## src/rtl/blr_pkg.sv

```systemverilog
package blr_pkg;

   localparam int DEF_MAX_COLUMNS = 1024;
   localparam int DEF_MAX_ROWS    = 1024;

   localparam int QUEUE_DEPTH = 4;

   localparam int FIELD_W = 16;   // input coordinate width
   localparam int COORD_W = 17;   // working coordinate, room for y + 7
   localparam int SPAN_W  = 16;   // |dx| and |dy|
   localparam int ERR_W   = 19;   // Bresenham error term
   localparam int CFG_W   = 11;
   localparam int BYTE_BITS = 8;
   localparam int ROW_CNT_W = $clog2(BYTE_BITS);
   localparam logic [ROW_CNT_W-1:0] LAST_ROW = ROW_CNT_W'(BYTE_BITS - 1);

   localparam logic [CFG_W-1:0] RESET_WIDTH  = 11'd743;
   localparam logic [CFG_W-1:0] RESET_HEIGHT = 11'd557;

   localparam logic [1:0] KIND_MOVE = 2'd0;
   localparam logic [1:0] KIND_DRAW = 2'd1;
   localparam logic [1:0] KIND_READ = 2'd2;

   localparam logic CSR_WIDTH  = 1'b0;
   localparam logic CSR_HEIGHT = 1'b1;

   typedef enum logic {
      OP_LINE,
      OP_READ
   } op_type;

   typedef enum logic [2:0] {
      ST_CLEAR,
      ST_IDLE,
      ST_LINE,
      ST_READ,
      ST_FIN
   } back_state_type;

   // one job handed from the front end to the back end
   typedef struct packed {
      op_type                     op;
      logic signed [COORD_W-1:0]  x;
      logic signed [COORD_W-1:0]  y;
      logic                       x_major;
      logic                       sx_neg;
      logic                       sy_neg;
      logic [SPAN_W-1:0]          count;
      logic signed [ERR_W-1:0]    err;
      logic signed [ERR_W-1:0]    inc_diag;
      logic signed [ERR_W-1:0]    inc_axis;
   } job_type;

endpackage

```

## src/rtl/blr_front.sv

```systemverilog
module blr_front
   import blr_pkg::*;
(
   input  logic                clock,
   input  logic                reset,
   input  logic                start,
   output logic                busy,
   input  logic [1:0]          req_kind,
   input  logic [FIELD_W-1:0]  req_x_coord,
   input  logic [FIELD_W-1:0]  req_y_coord,
   input  logic                clearing,
   input  logic                queue_full,
   output logic                queue_push,
   output job_type             queue_job
);

   logic                       accept;
   logic                       stage_valid_ff, stage_valid_in;
   op_type                     stage_op_ff, stage_op_in;
   logic signed [COORD_W-1:0]  stage_x_ff, stage_x_in;
   logic signed [COORD_W-1:0]  stage_y_ff, stage_y_in;
   logic [SPAN_W-1:0]          stage_hx_ff, stage_hx_in;
   logic [SPAN_W-1:0]          stage_hy_ff, stage_hy_in;
   logic                       stage_sx_neg_ff, stage_sx_neg_in;
   logic                       stage_sy_neg_ff, stage_sy_neg_in;
   logic [FIELD_W-1:0]         pen_x_ff, pen_x_in;
   logic [FIELD_W-1:0]         pen_y_ff, pen_y_in;

   logic signed [COORD_W-1:0]  tx, ty, px, py, dx, dy;
   logic [COORD_W-1:0]         ndx, ndy;
   logic [SPAN_W-1:0]          hmaj, hmin;
   logic                       x_major;

   assign busy       = clearing || (stage_valid_ff && queue_full);
   assign accept     = start && !busy;
   assign queue_push = stage_valid_ff && !queue_full;

   // stage one: spans and directions from the pen
   always_comb begin
      tx  = {req_x_coord[FIELD_W-1], req_x_coord};
      ty  = {req_y_coord[FIELD_W-1], req_y_coord};
      px  = {pen_x_ff[FIELD_W-1], pen_x_ff};
      py  = {pen_y_ff[FIELD_W-1], pen_y_ff};
      dx  = tx - px;
      dy  = ty - py;
      ndx = -dx;
      ndy = -dy;

      pen_x_in        = pen_x_ff;
      pen_y_in        = pen_y_ff;
      stage_valid_in  = queue_push ? 1'b0 : stage_valid_ff;
      stage_op_in     = stage_op_ff;
      stage_x_in      = stage_x_ff;
      stage_y_in      = stage_y_ff;
      stage_hx_in     = stage_hx_ff;
      stage_hy_in     = stage_hy_ff;
      stage_sx_neg_in = stage_sx_neg_ff;
      stage_sy_neg_in = stage_sy_neg_ff;

      if (accept) begin
         case (req_kind)
            KIND_MOVE: begin
               pen_x_in = req_x_coord;
               pen_y_in = req_y_coord;
            end
            KIND_DRAW: begin
               pen_x_in        = req_x_coord;
               pen_y_in        = req_y_coord;
               stage_valid_in  = 1'b1;
               stage_op_in     = OP_LINE;
               stage_x_in      = px;
               stage_y_in      = py;
               stage_hx_in     = dx[COORD_W-1] ? ndx[SPAN_W-1:0] : dx[SPAN_W-1:0];
               stage_hy_in     = dy[COORD_W-1] ? ndy[SPAN_W-1:0] : dy[SPAN_W-1:0];
               stage_sx_neg_in = dx[COORD_W-1] || (dx == '0);
               stage_sy_neg_in = dy[COORD_W-1] || (dy == '0);
            end
            KIND_READ: begin
               stage_valid_in = 1'b1;
               stage_op_in    = OP_READ;
               stage_x_in     = tx;
               stage_y_in     = ty;
            end
            default: begin
               // unused kind: drop
            end
         endcase
      end
   end

   // stage two: axis choice and error terms
   always_comb begin
      x_major = (stage_hx_ff > stage_hy_ff);
      hmaj    = x_major ? stage_hx_ff : stage_hy_ff;
      hmin    = x_major ? stage_hy_ff : stage_hx_ff;

      queue_job.op       = stage_op_ff;
      queue_job.x        = stage_x_ff;
      queue_job.y        = stage_y_ff;
      queue_job.x_major  = x_major;
      queue_job.sx_neg   = stage_sx_neg_ff;
      queue_job.sy_neg   = stage_sy_neg_ff;
      queue_job.count    = hmaj;
      queue_job.err      = $signed({2'b00, hmin, 1'b0}) - $signed({3'b000, hmaj});
      queue_job.inc_diag = $signed({2'b00, hmin, 1'b0}) - $signed({2'b00, hmaj, 1'b0});
      queue_job.inc_axis = $signed({2'b00, hmin, 1'b0});
   end

   always_ff @(posedge clock) begin
      if (reset) begin
         stage_valid_ff <= 1'b0;
         pen_x_ff       <= '0;
         pen_y_ff       <= '0;
      end else begin
         stage_valid_ff <= stage_valid_in;
         pen_x_ff       <= pen_x_in;
         pen_y_ff       <= pen_y_in;
      end
   end

   always_ff @(posedge clock) begin
      stage_op_ff     <= stage_op_in;
      stage_x_ff      <= stage_x_in;
      stage_y_ff      <= stage_y_in;
      stage_hx_ff     <= stage_hx_in;
      stage_hy_ff     <= stage_hy_in;
      stage_sx_neg_ff <= stage_sx_neg_in;
      stage_sy_neg_ff <= stage_sy_neg_in;
   end

   a_clear_blocks: assert property (@(posedge clock) disable iff (reset)
      clearing |-> busy)
      else $error("item could be taken during clearing pass");

endmodule

```

## config.mk

```make
export PLATFORM = sky130hd
export DESIGN_NAME = blr_front
export DESIGN_NICKNAME = d
export VERILOG_FILES = /design/src/rtl/blr_pkg.sv /design/src/rtl/blr_front.sv
export SDC_FILE = /design/constraint.sdc
export NUM_CORES = 1
export LEC_CHECK = 0
export ABC_AREA = 0
export BUFFER_PORTS_ARGS = -buffer_cell sky130_fd_sc_hd__buf_2
export CAP_MARGIN = 0
export CORE_ASPECT_RATIO = 2
export CORE_MARGIN = 2
export CORE_UTILIZATION = 44
export DETAILED_ROUTE_END_ITERATION = 8
export PLACE_DENSITY_LB_ADDON = 0.1
export REMOVE_ABC_BUFFERS = 1
export SYNTH_ARGS = -nofsm -noshare
export SYNTH_HDL_FRONTEND = slang
export SYNTH_SLANG_ARGS = --single-unit
```

## constraint.sdc

```tcl
create_clock -name clock -period 5.7 [get_ports clock]
set_clock_uncertainty 0.1 [all_clocks]
set_input_delay 0.285 -clock clock [delete_from_list [all_inputs] [get_ports clock]]
set_output_delay 0.285 -clock clock [all_outputs]
set_load 0.05 [all_outputs]
```

## Yosys cells after proc, flatten, opt, wreduce, memory -nomap -nowiden

Cells that the tools add are included.
Widths: inputs -> output; s select.

| storage, ports and cells | value |
|---|---|
| bits in registers | 102 |
| input port bits | 39 |
| output and inout port bits | 113 |
| logic and storage cells | 46 |

| operators by class | value |
|---|---|
| add/subtract/negate cells | 6 |
| order comparisons | 1 |
| eq/ne operators | 2 |
| muxes and demuxes | 10 |
| reduce and logical (&&, ||, !) cells | 17 |

Operators with widths:

| cell | count |
|---|---|
| $pmux 17 s2 | 2 |
| $mux 16 | 4 |
| $logic_not 17->1 | 2 |
| $sub 16x16->17 | 2 |
| $neg 16->16 | 2 |
| $sub 17x16->18 | 1 |
| $sub 17x17->18 | 1 |
| $gt 16x16->1 | 1 |
| $reduce_and 2->1 | 3 |
| $reduce_or 2->1 | 2 |
| $logic_and 1x1->1 | 3 |
| $logic_or 1x1->1 | 3 |
| $mux 1 | 3 |
| $eq 2x1->1 const B | 1 |
| $eq 2x2->1 const B | 1 |
| $logic_not 1->1 | 2 |
| $logic_not 2->1 | 1 |
| $pmux 1 s2 | 1 |
| $reduce_bool 2->1 | 1 |

## Longest topological paths before layout

Gate-level depths: netlist (run 1).

| logic depth | value |
|---|---|
| depth after elaboration | 5 |
| mapped depth | 22 |
| gate-level depth less buffers | 17 |

## Least setup slack after synthesis (run 1)

OpenSTA, ideal clock, no wires.

| timing path | value |
|---|---|
| kind | reg-to-output |
| from | register stage_hy_ff[1] |
| to | output port queue_job[56] in the netlist's numbering |
| data arrival time | 6.362 ns |
| data required time | 5.315 ns |
| setup slack | -1.047 ns |
| cell stages (with the launch flop) | 21 |
| buffers on the path | 5 |
| cells stage by stage | edfxtp_1 -> clkbuf_1 -> inv_1 -> ha_1 -> nor2b_1 -> o211ai_1 -> a2111oi_4 -> o31ai_4 -> buf_8 -> buf_2 -> buf_1 -> o21ai_0 -> ha_1 -> nand3_1 -> a31oi_1 -> a311o_1 -> a211oi_2 -> o31a_1 -> nor2_1 -> a41oi_1 -> buf_4 |

RTL lines:

| what | line | RTL |
|---|---|---|
| start, declared | blr_front.sv:23 | `logic [SPAN_W-1:0] stage_hy_ff, stage_hy_in;` |
| start signal, assigned | blr_front.sv:126 | `stage_hy_ff <= stage_hy_in;` |
| end, declared | blr_front.sv:14 | `output job_type queue_job` |

==> flow_summary_export.csv, run 1 <==
group,metric,value,unit
clocking,cts_tree,"yes",
critical_path,slowest_delay,0.52,ns
sta,rsz0062_at_grt,"no",
clocking,root_buffer,"clkbuf_16",
critical_path,path_class,"reg -> out",
finish,final_util,51.4,%
critical_path,critPathLaunch,"stage_hx_ff[1]",
job,cap_violations,0,
detailed_routing,vias,8283,
logic_synthesis,synth_warnings,0,
power_and_ir_drop,combPwrFrac,43.0,%
sta,finalSetupViolCount,0,
clocking,numCtsBuffers,9,
critical_path,rr_worst_depth,12,
placed_design,numPortBuffers,147,
sta,final_max_slew_viol_count,0,
placed_design,hpwl,19600,um
finish,area_growth,14.3,%
power_and_ir_drop,power.leakage,4.26,nW
finish,n_antenna_cell,0,
floorplan,dieArea,21600,sq um
clocking,clock_latency,0.36,ns
critical_path,cp_data_required_time,5.32,ns
placed_design,post-place-ws,0.377,ns
sta,fin_crit_sh,95.5,%
hold_path,worstHoldPathType,"in -> reg",
logic_synthesis,syn_area,8950,sq um
critical_path,r2r_start,"pen_y_ff[0]",
finish,layout_commonest_cell,"nand2_1",
global_route,antenna_found_initial,1,
logic_synthesis,synth-seq-cells,100,
clocking,h-tree-depth,3,
clocking,clock_sinks,100,
detailed_routing,wl_per_cell,16.3,um
critical_path,start_kind,"register",
power_and_ir_drop,p_per_area,245,nW/um^2
floorplan,num_io_pins,152,
sta,worst_pin_slew,1.19,ns
critical_path,crit_slowest_cell,"edfxtp_1",
sta,fin_ws,0.257,ns
power_and_ir_drop,swShare,41.2,%
clocking,clockBufferDepth,2,
detailed_routing,first_pass_iters,5,
placed_design,placed_cell_area,9830,sq um
global_route,grt_pass1_wl,39200,um
logic_synthesis,syn_avg_cell_area,7.92,sq um
critical_path,rr_endpoint,"stage_sy_neg_ff",
logic_synthesis,synth-edff-count,67,
critical_path,worstSetupEndpoint,"queue_job[52]",
hold_path,hp-start,"queue_full",
global_route,globalRouteOverflowTotal,0,
critical_path,reg2reg_slack,1.97,ns
logic_synthesis,synth_seq_area_share,29.9,%
logic_synthesis,async_flop_share,0,%
placed_design,place_congestion,0.937,
global_route,grt_pass1_vias,7964,
finish,final_nets,1360,
finish,final_cell_mix,"nand2_1 (189), buf_2 (145), inv_1 (94), a21oi_1 (92), o21ai_0 (81)",
finish,design_area,10200,sq um
global_route,grt_max_degree,64,
logic_synthesis,synth_flop_cell,"edfxtp_1",
power_and_ir_drop,p_seq_share,33.2,%
detailed_routing,post-route-drc-count,0,
global_route,track_usage,22.8,%
critical_path,cp_cell_sequence,"ha_1 > nor2b_1 > o211ai_1 > a2111oi_4 > o31ai_4 > inv_4 > buf_4 > a21oi_1 > ha_1 > and3_1 > o311ai_1 > a21oi_1 > o31ai_4 > o21a_1 > o311ai_1 > buf_2",
detailed_routing,routed_via_density,5.45,
sta,max-slew-margin-rel,20.8,%
critical_path,arrival,5.06,ns
detailed_routing,ant_nets,0,
power_and_ir_drop,power.internal,1.48,mW
floorplan,rows,73,
floorplan,core_area,19900,sq um
sta,fmax,184,MHz
sta,hold_viol,0,
floorplan,die_y,206,um
power_and_ir_drop,p_clk_share,23.8,%
power_and_ir_drop,p_switching,1.03,mW
detailed_routing,drt-total-wl,24800,um
detailed_routing,first_iter_violations,399,
logic_synthesis,postSynthCellCount,1130,
critical_path,endpoint_kind,"primary output",
floorplan,die_x,105,um
status,status,"complete, no violations",
sta,post-route-min-period,5.44,ns
power_and_ir_drop,ir_worst_vdd,0.212,mV
logic_synthesis,yosys.cell_types.count,77,
critical_path,cp_max_fo,14,
clocking,cts.reportedPaths.clkPinSlew,0.07,ns
floorplan,initial_core_util,44.9,%
finish,drive_above_1_share,17.2,%
==> kinds of logic after synthesis <==
family | synth area share [%]
adders and majority gates | 9.87
and+or+nand+nor | 19.3
xor gates and xnor gates | 7.83
AOI/OAI and AO/OA | 23.0
DFF | 29.9
muxes | 2.83
buffers and inverters | 7.26
other | 0.0419
==> metrics by stage <==
| step | TNS [ns] | hold slack (ns) | power (mW) | cells |
|---|---|---|---|---|
| after global routing | 0 | 0.0794 | 2.64 | 1521 |
| after CTS | 0 | 0.0630 | 2.53 | 1513 |
| final | 0 | 0.0792 | 2.51 | 1521 |
| after detailed placement | 0 | 0.347 | 1.92 | 1496 |
| after global placement | 0 | 0.341 | 1.92 | 1496 |
| after floorplan | -14.02 | 0.254 | 1.66 | 1075 |
==> what timing repair did <==
item                                    4_1_cts  5_1_grt
endpoints found under the hold margin         0        0
hold buffers                                  0        0
endpoints found under the setup margin        2        9
buffers inserted                              1        8
pin swaps                                     1        3
resized for setup                             0       10
==> power groups by stage <==
stage / clock, mW / sequential, mW / combinational, mW
final: 0.597 / 0.833 / 1.08
after detailed placement: 0 / 0.849 / 1.07
after CTS: 0.617 / 0.833 / 1.08
after global placement: 0 / 0.849 / 1.07
after global routing: 0.639 / 0.836 / 1.17
after floorplan: 0 / 0.880 / 0.781
==> worst max-delay path: cells and delay by family, from the launching register on <==
kind	cells	cell delay (ns)
buf+inv	3	0.66
compound gates	9	2.47
fa+ha+maj	2	0.64
simple gates	2	0.41
flops	1	0.52
==> how the worst min path moves through the flow <==
stage / depth (start not counted) / to / slack (ns)
final: 3 / stage_valid_ff / 0.08
after global routing: 3 / pen_y_ff[2] / 0.08
after CTS: 3 / pen_y_ff[0] / 0.06
after detailed placement: 2 / pen_y_ff[13] / 0.35
after global placement: 2 / pen_x_ff[12] / 0.34
after floorplan: 1 / pen_x_ff[0] / 0.25
==> sequential cells by signal, indices dropped and copies added (netlist names) <==
register and flops:
pen_y_ff 16, stage_valid_ff 1, stage_hx_ff 16, stage_y_ff 16, stage_sy_neg_ff 1, pen_x_ff 16
stage_sx_neg_ff 1, stage_x_ff 16, stage_hy_ff 16, stage_op_ff 1
==> layout make-up <==
cell class              instances  area [sq um]
inverters                      96           363
well taps                     262           328
clock buffers                  15           279
multi-input cells             879          5680
fillers                      2024          9680
clock inverters                 1          5.00
repair buffers                168           902
flip-flops and latches        100          2670
==> synth_stat cells (all sizes together), types with 19 or more instances <==
cell | count | share of area (%)
ha | 65 | 9.1
a21oi | 92 | 5.1
dfxtp | 33 | 7.4
xor2 | 26 | 2.5
nor2 | 77 | 3.2
xnor2 | 54 | 5.3
o21ai | 82 | 4.6
nand2 | 189 | 7.9
inv | 96 | 4.1
nor3 | 19 | 1.1
buf | 23 | 1.7
clkbuf | 35 | 1.5
a21o | 24 | 2.0
edfxtp | 67 | 22
==> per-layer routing <==
| metal | GRT usage [%] | routed length (um) | vias to the layer above |
|---|---|---|---|
| met4 | 10.1 | 769 | 2 |
| met2 | 44.9 | 13900 | 164 |
| li1 | - | - | 4229 |
| met1 | 23.5 | 9400 | 3848 |
| met3 | 2.72 | 730 | 40 |
| met5 | 0 | 13 | - |
No activity file was read; power rests on OpenSTA's default activity.
==> run 2: changes to the inputs <==
clock period = 4.7 ns   (was 5.7 ns; I/O delays follow)
==> run 2 against run 1 <==
  * The flow now finishes with violations (negative setup slack)
  * Global-route usage up 0.86 points
  * Total power rose by 29%
  * Worst hold slack worse by 0.050 ns
  * Clock-buffer cell count fell by 3
  * Worst setup slack worse by 0.27 ns
  * Sequential cell count unchanged
  * Design area increased by 10%
  * Final cell count is 5.5% higher
  * Combinational power rose by 36%
  * Sequential power is 21% higher
  * Via count increased by 5.2%
  * Highest routed layer unchanged
==> flow_summary_export.csv, run 2 (synthesis results as in run 1) <==
group,metric,value,unit
status,status,"complete, but fails checks",
status,violations,"negative setup slack",
sta,finalSetupViolCount,2,
power_and_ir_drop,ir_worst_vdd,0.280,mV
finish,design_area,11300,sq um
finish,final_nets,1444,
clocking,cts.reportedPaths.clkPinSlew,0.06,ns
sta,final_max_slew_viol_count,0,
critical_path,cp_max_fo,9,
floorplan,dieArea,21600,sq um
clocking,clockBufferDepth,2,
finish,drive_above_1_share,25.1,%
clocking,postCtsHoldBufs,0,
placed_design,numPortBuffers,147,
critical_path,cp_cell_sequence,"ha_4 > nor2b_4 > o211ai_1 > a2111oi_4 > o31ai_4 > buf_6 > buf_6 > o21ai_0 > ha_1 > a21o_1 > a21o_1 > a21oi_2 > a32oi_1 > o31ai_2 > buf_4 > o21a_4 > xnor2_1 > buf_4",
critical_path,start_kind,"register",
clocking,clock_sinks,100,
floorplan,num_io_pins,152,
finish,n_antenna_cell,0,
floorplan,die_x,105,um
placed_design,hpwl,20500,um
sta,post-route-min-period,4.71,ns
finish,area_growth,25.8,%
floorplan,core_area,19900,sq um
finish,register_area,2670,sq um
clocking,numCtsBuffers,9,
critical_path,cp_data_required_time,4.37,ns
global_route,antenna_found_initial,1,
sta,max-slew-margin-rel,23.6,%
critical_path,slowest_delay,0.44,ns
finish,final_cell_mix,"nand2_1 (188), buf_2 (133), buf_4 (106), inv_1 (92), a21oi_1 (90)",
critical_path,crit_slowest_cell,"edfxtp_1",
detailed_routing,routed_via_density,5.43,
detailed_routing,wl_per_cell,15.9,um
detailed_routing,vias,8711,
sta,fmax,212,MHz
detailed_routing,ant_nets,0,
sta,worst_pin_slew,1.15,ns
finish,layout_commonest_cell,"nand2_1",
critical_path,arrival,4.38,ns
global_route,grt_max_degree,46,
critical_path,endpoint_kind,"primary output",
finish,final_util,56.5,%
detailed_routing,post-route-drc-count,0,
finish,multi_input_area,5970,sq um
power_and_ir_drop,power.leakage,4.73,nW
placed_design,place_congestion,0.974,
placed_design,placed_cell_area,10400,sq um
critical_path,path_class,"reg -> out",
finish,nFillCells,2006,
sta,holdWs,0.0288,ns
global_route,globalRouteOverflowTotal,0,
sta,fin_ws,-0.0117,ns
global_route,grt_pass1_wl,40800,um
critical_path,reg2reg_slack,0.98,ns
floorplan,rows,73,
clocking,clock_latency,0.36,ns
clocking,h-tree-depth,3,
detailed_routing,first_pass_iters,5,
global_route,grt_pass1_vias,8405,
floorplan,die_y,206,um
power_and_ir_drop,p_per_area,288,nW/um^2
hold_path,worstHoldPathType,"in -> reg",
sta,fin_crit_sh,100,%
sta,rsz0062_at_grt,"yes",
floorplan,initial_core_util,44.9,%
job,cap_violations,0,
detailed_routing,drt-total-wl,25500,um
detailed_routing,first_iter_violations,397,
clocking,cts_tree,"yes",
clocking,root_buffer,"clkbuf_16",
sta,hold_viol,0,
global_route,track_usage,23.6,%
[run 2: routing by layer]
metal / track usage, % / vias to the layer above / share of wire (%)
met3: 2.66 / 59 / 3.1
li1: - / 4397 / -
met1: 23.5 / 4063 / 36
met2: 46.8 / 190 / 57
met4: 12.6 / 2 / 4.5
met5: 0 / - / 0.051
[run 2: cell type report]
type | instances | share of cell area, %
inverter | 96 | 3.22
tap | 262 | 2.91
timing repair buffer | 252 | 14.3
clock buffer | 12 | 2.10
multi-input combinational | 879 | 53.1
sequential | 100 | 23.7
clock inverter | 3 | 0.578
[run 2: worst paths after layout]
path,end,cells past startpoint,start
hold / removal,pen_y_ff[0],3,req_y_coord[0]
setup reg to reg,stage_hx_ff[15],12,pen_x_ff[0]
setup / recovery,queue_job[50],18,stage_hx_ff[1]
hold reg to reg,pen_x_ff[6],2,pen_x_ff[6]
[run 2: repair_timing]
action	4_1_cts	5_1_grt
resized for setup	44	31
pin swaps	16	16
setup endpoints to repair	17	20
setup buffers	9	9
[run 2: critical path: cells and delay by family (launching register included)]
family	cells	cell delay, ns
AND/OR/NAND/NOR	1	0.12
buffers and inverters	4	0.69
XOR/XNOR	1	0.12
adder cells (fa/ha/maj)	2	0.61
flip-flops	1	0.44
AO/OA/AOI/OAI	10	2.02
[run 2: stage by stage]
step / std cells / setup TNS [ns] / total power, mW / setup WS, ns
2_1_floorplan: 1075 / -38.42 / 2.01 / -2.48
3_3_place_gp: 1571 / 0 / 2.40 / 0.151
3_5_place_dp: 1571 / 0 / 2.41 / 0.0446
4_1_cts: 1595 / -0.0164 / 3.24 / -0.00898
5_1_grt: 1604 / -1.17 / 3.41 / -0.170
6_report: 1604 / -0.0159 / 3.24 / -0.0117
[run 2: report_power, final]
group          switching [mW]  leakage (nW)  internal (mW)
Clock                   0.309         0.147          0.463
Combinational           0.963          3.70          0.502
Sequential             0.0139         0.885          0.992
Total                    1.29          4.73           1.96
==> run 3: changes to the inputs <==
CORE_UTILIZATION = 53   (was 44)
==> run 3 against run 2 <==
  * The run still ends with negative setup slack left
  * Final cell count decreased by 3.2%
  * Critical path depth increased by 1
  * Sequential power about the same
  * Critical endpoint is now queue_job[54]
  * Non-clock buffer count increased by 2
  * Utilization increased by 11 points
  * Largest power group unchanged
==> flow_summary_export.csv, run 3 (synthesis results as in run 1) <==
group,metric,value,unit
detailed_routing,first_iter_violations,367,
sta,fin_ws,-0.0112,ns
floorplan,core_area,16700,sq um
sta,worst_pin_slew,1.14,ns
global_route,antenna_found_initial,0,
critical_path,crit_slowest_cell,"o211ai_1",
power_and_ir_drop,p_per_area,286,nW/um^2
floorplan,dieArea,18000,sq um
clocking,clockBufferDepth,2,
sta,fin_crit_sh,100,%
clocking,root_buffer,"clkbuf_16",
hold_path,holdPathEnd,"pen_y_ff[11]",
floorplan,initial_core_util,53.6,%
sta,finalSetupTns,-0.0183,ns
clocking,cts_tree,"yes",
detailed_routing,ant_nets,0,
detailed_routing,first_pass_iters,5,
critical_path,cp_cell_sequence,"inv_2 > ha_4 > nor2b_4 > o211ai_1 > a2111oi_4 > o31ai_4 > buf_12 > clkinvlp_4 > a21oi_4 > ha_4 > a21o_1 > a21o_1 > a21oi_4 > a32oi_2 > o31ai_2 > buf_4 > o31ai_4 > xnor2_1 > buf_4",
placed_design,numPortBuffers,147,
placed_design,hpwl,18700,um
sta,post-route-min-period,4.71,ns
status,status,"complete, but fails checks",
power_and_ir_drop,ir_worst_vdd,0.254,mV
global_route,grt_max_degree,64,
sta,max-slew-margin-rel,24.0,%
sta,finalSetupViolCount,3,
finish,nFillCells,1470,
sta,final_max_slew_viol_count,0,
status,violations,"negative setup slack",
critical_path,reg2reg_slack,0.98,ns
critical_path,r2r_start,"pen_x_ff[0]",
sta,fmax,212,MHz
finish,layout_commonest_cell,"nand2_1",
finish,final_nets,1447,
critical_path,rr_worst_depth,12,
clocking,cts.reportedPaths.clkPinSlew,0.07,ns
critical_path,cp_data_required_time,4.37,ns
detailed_routing,drt-total-wl,24300,um
detailed_routing,vias,8788,
critical_path,path_class,"reg -> out",
critical_path,endpoint_kind,"primary output",
critical_path,rr_endpoint,"stage_hx_ff[15]",
power_and_ir_drop,finalPower,3.24,mW
hold_path,hp-start,"req_y_coord[11]",
clocking,h-tree-depth,3,
clocking,clock_latency,0.35,ns
floorplan,rows,67,
hold_path,hold_depth,3,
floorplan,die_y,188,um
global_route,grt_pass1_vias,8379,
finish,final_cell_mix,"nand2_1 (187), buf_2 (127), buf_4 (110), inv_1 (89), a21oi_1 (84)",
sta,hold_viol,0,
job,cap_violations,0,
finish,final_util,68.0,%
clocking,clock_sinks,100,
floorplan,num_io_pins,152,
placed_design,place_congestion,0.908,
global_route,grt_pass1_wl,38800,um
global_route,globalRouteOverflowTotal,0,
critical_path,arrival,4.38,ns
finish,drive_above_1_share,26.9,%
floorplan,die_x,95.9,um
global_route,track_usage,27.0,%
critical_path,cp_max_fo,6,
critical_path,start_kind,"register",
detailed_routing,routed_via_density,5.66,
finish,n_antenna_cell,0,
clocking,numCtsBuffers,9,
power_and_ir_drop,power.leakage,4.77,nW
finish,area_growth,26.8,%
hold_path,worstHoldPathType,"in -> reg",
critical_path,slowest_delay,0.42,ns
sta,rsz0062_at_grt,"yes",
clocking,postCtsHoldBufs,0,
detailed_routing,wl_per_cell,15.6,um
detailed_routing,post-route-drc-count,0,
[run 3: changes by cell type in the layout (fill, tap and decap cells not counted), moves of 3 or more]
cell / previous run / this run
a21oi_2: 2 / 6
clkbuf_4: 3 / 6
xnor2_1: 54 / 51
o21ai_2: 0 / 4
ha_1: 51 / 46
o21ai_1: 3 / 6
buf_4: 106 / 110
a21oi_1: 90 / 84
xnor2_2: 0 / 3
inv_2: 3 / 6
buf_2: 133 / 127
o21ai_0: 78 / 72
ha_2: 3 / 6
inv_1: 92 / 89
[run 3: where the power goes]
part	total, mW	internal, mW	switching (mW)
clock network	0.739	0.427	0.312
logic	1.50	0.529	0.971
registers	1.01	0.992	0.0142
total	3.24	1.95	1.30
[run 3: worst max-delay path, delay by kind of cell, from the launching register on]
family                   cells  cell delay, ns
XOR/XNOR                     1            0.19
flip-flops                   1            0.41
buffers and inverters        5            0.84
AO/OA/AOI/OAI               10            2.04
AND/OR/NAND/NOR              1            0.12
adder cells (fa/ha/maj)      2            0.44
[run 3: how the worst max path moves through the flow]
stage,to,from,slack (ns),depth (start not counted)
finish,queue_job[54],stage_hy_ff[1],-0.01,19
global route,queue_job[54],stage_hy_ff[1],-0.17,19
CTS,queue_job[49],stage_hx_ff[10],-0.002,18
global placement,queue_job[49],stage_hx_ff[3],0.18,17
floorplan,queue_job[55],stage_hy_ff[9],-2.48,15
detailed placement,queue_job[49],stage_hx_ff[9],0.13,18
[run 3: layer usage]
metal | GRT usage (%) | vias to the layer above | part of all wire [%]
li1 | - | 4404 | -
met1 | 27.7 | 4099 | 37
met2 | 51.5 | 223 | 56
met3 | 2.93 | 62 | 3.3
met4 | 13.2 | 0 | 4.3
met5 | 0 | - | 0
[run 3: cell type report]
class | count | area (sq um) | share of cell area [%]
clock buffer | 12 | 246 | 2.17
clock inverter | 4 | 47.5 | 0.419
inverter | 96 | 363 | 3.20
multi-input combinational | 879 | 6090 | 53.7
sequential | 100 | 2670 | 23.6
tap | 207 | 259 | 2.28
timing repair buffer | 254 | 1660 | 14.6
timing repair inverter | 1 | 7.51 | 0.0662
[run 3: timing repair]
action,in CTS,in global routing
pin swaps,16,32
hold endpoints to repair,0,0
buffers inserted,29,9
gates cloned,1,0
setup endpoints to repair,10,19
resized for setup,46,79
[run 3: stage by stage]
stage          cells  instance area [sq um]  worst slack, ns  hold slack, ns
2_1_floorplan   1075                   8670            -2.48           0.204
3_3_place_gp    1498                  10200            0.175           0.342
3_5_place_dp    1498                  10200            0.134           0.346
4_1_cts         1544                  11000         -0.00217          0.0380
5_1_grt         1553                  11300           -0.168          0.0414
6_report        1553                  11300          -0.0112          0.0484
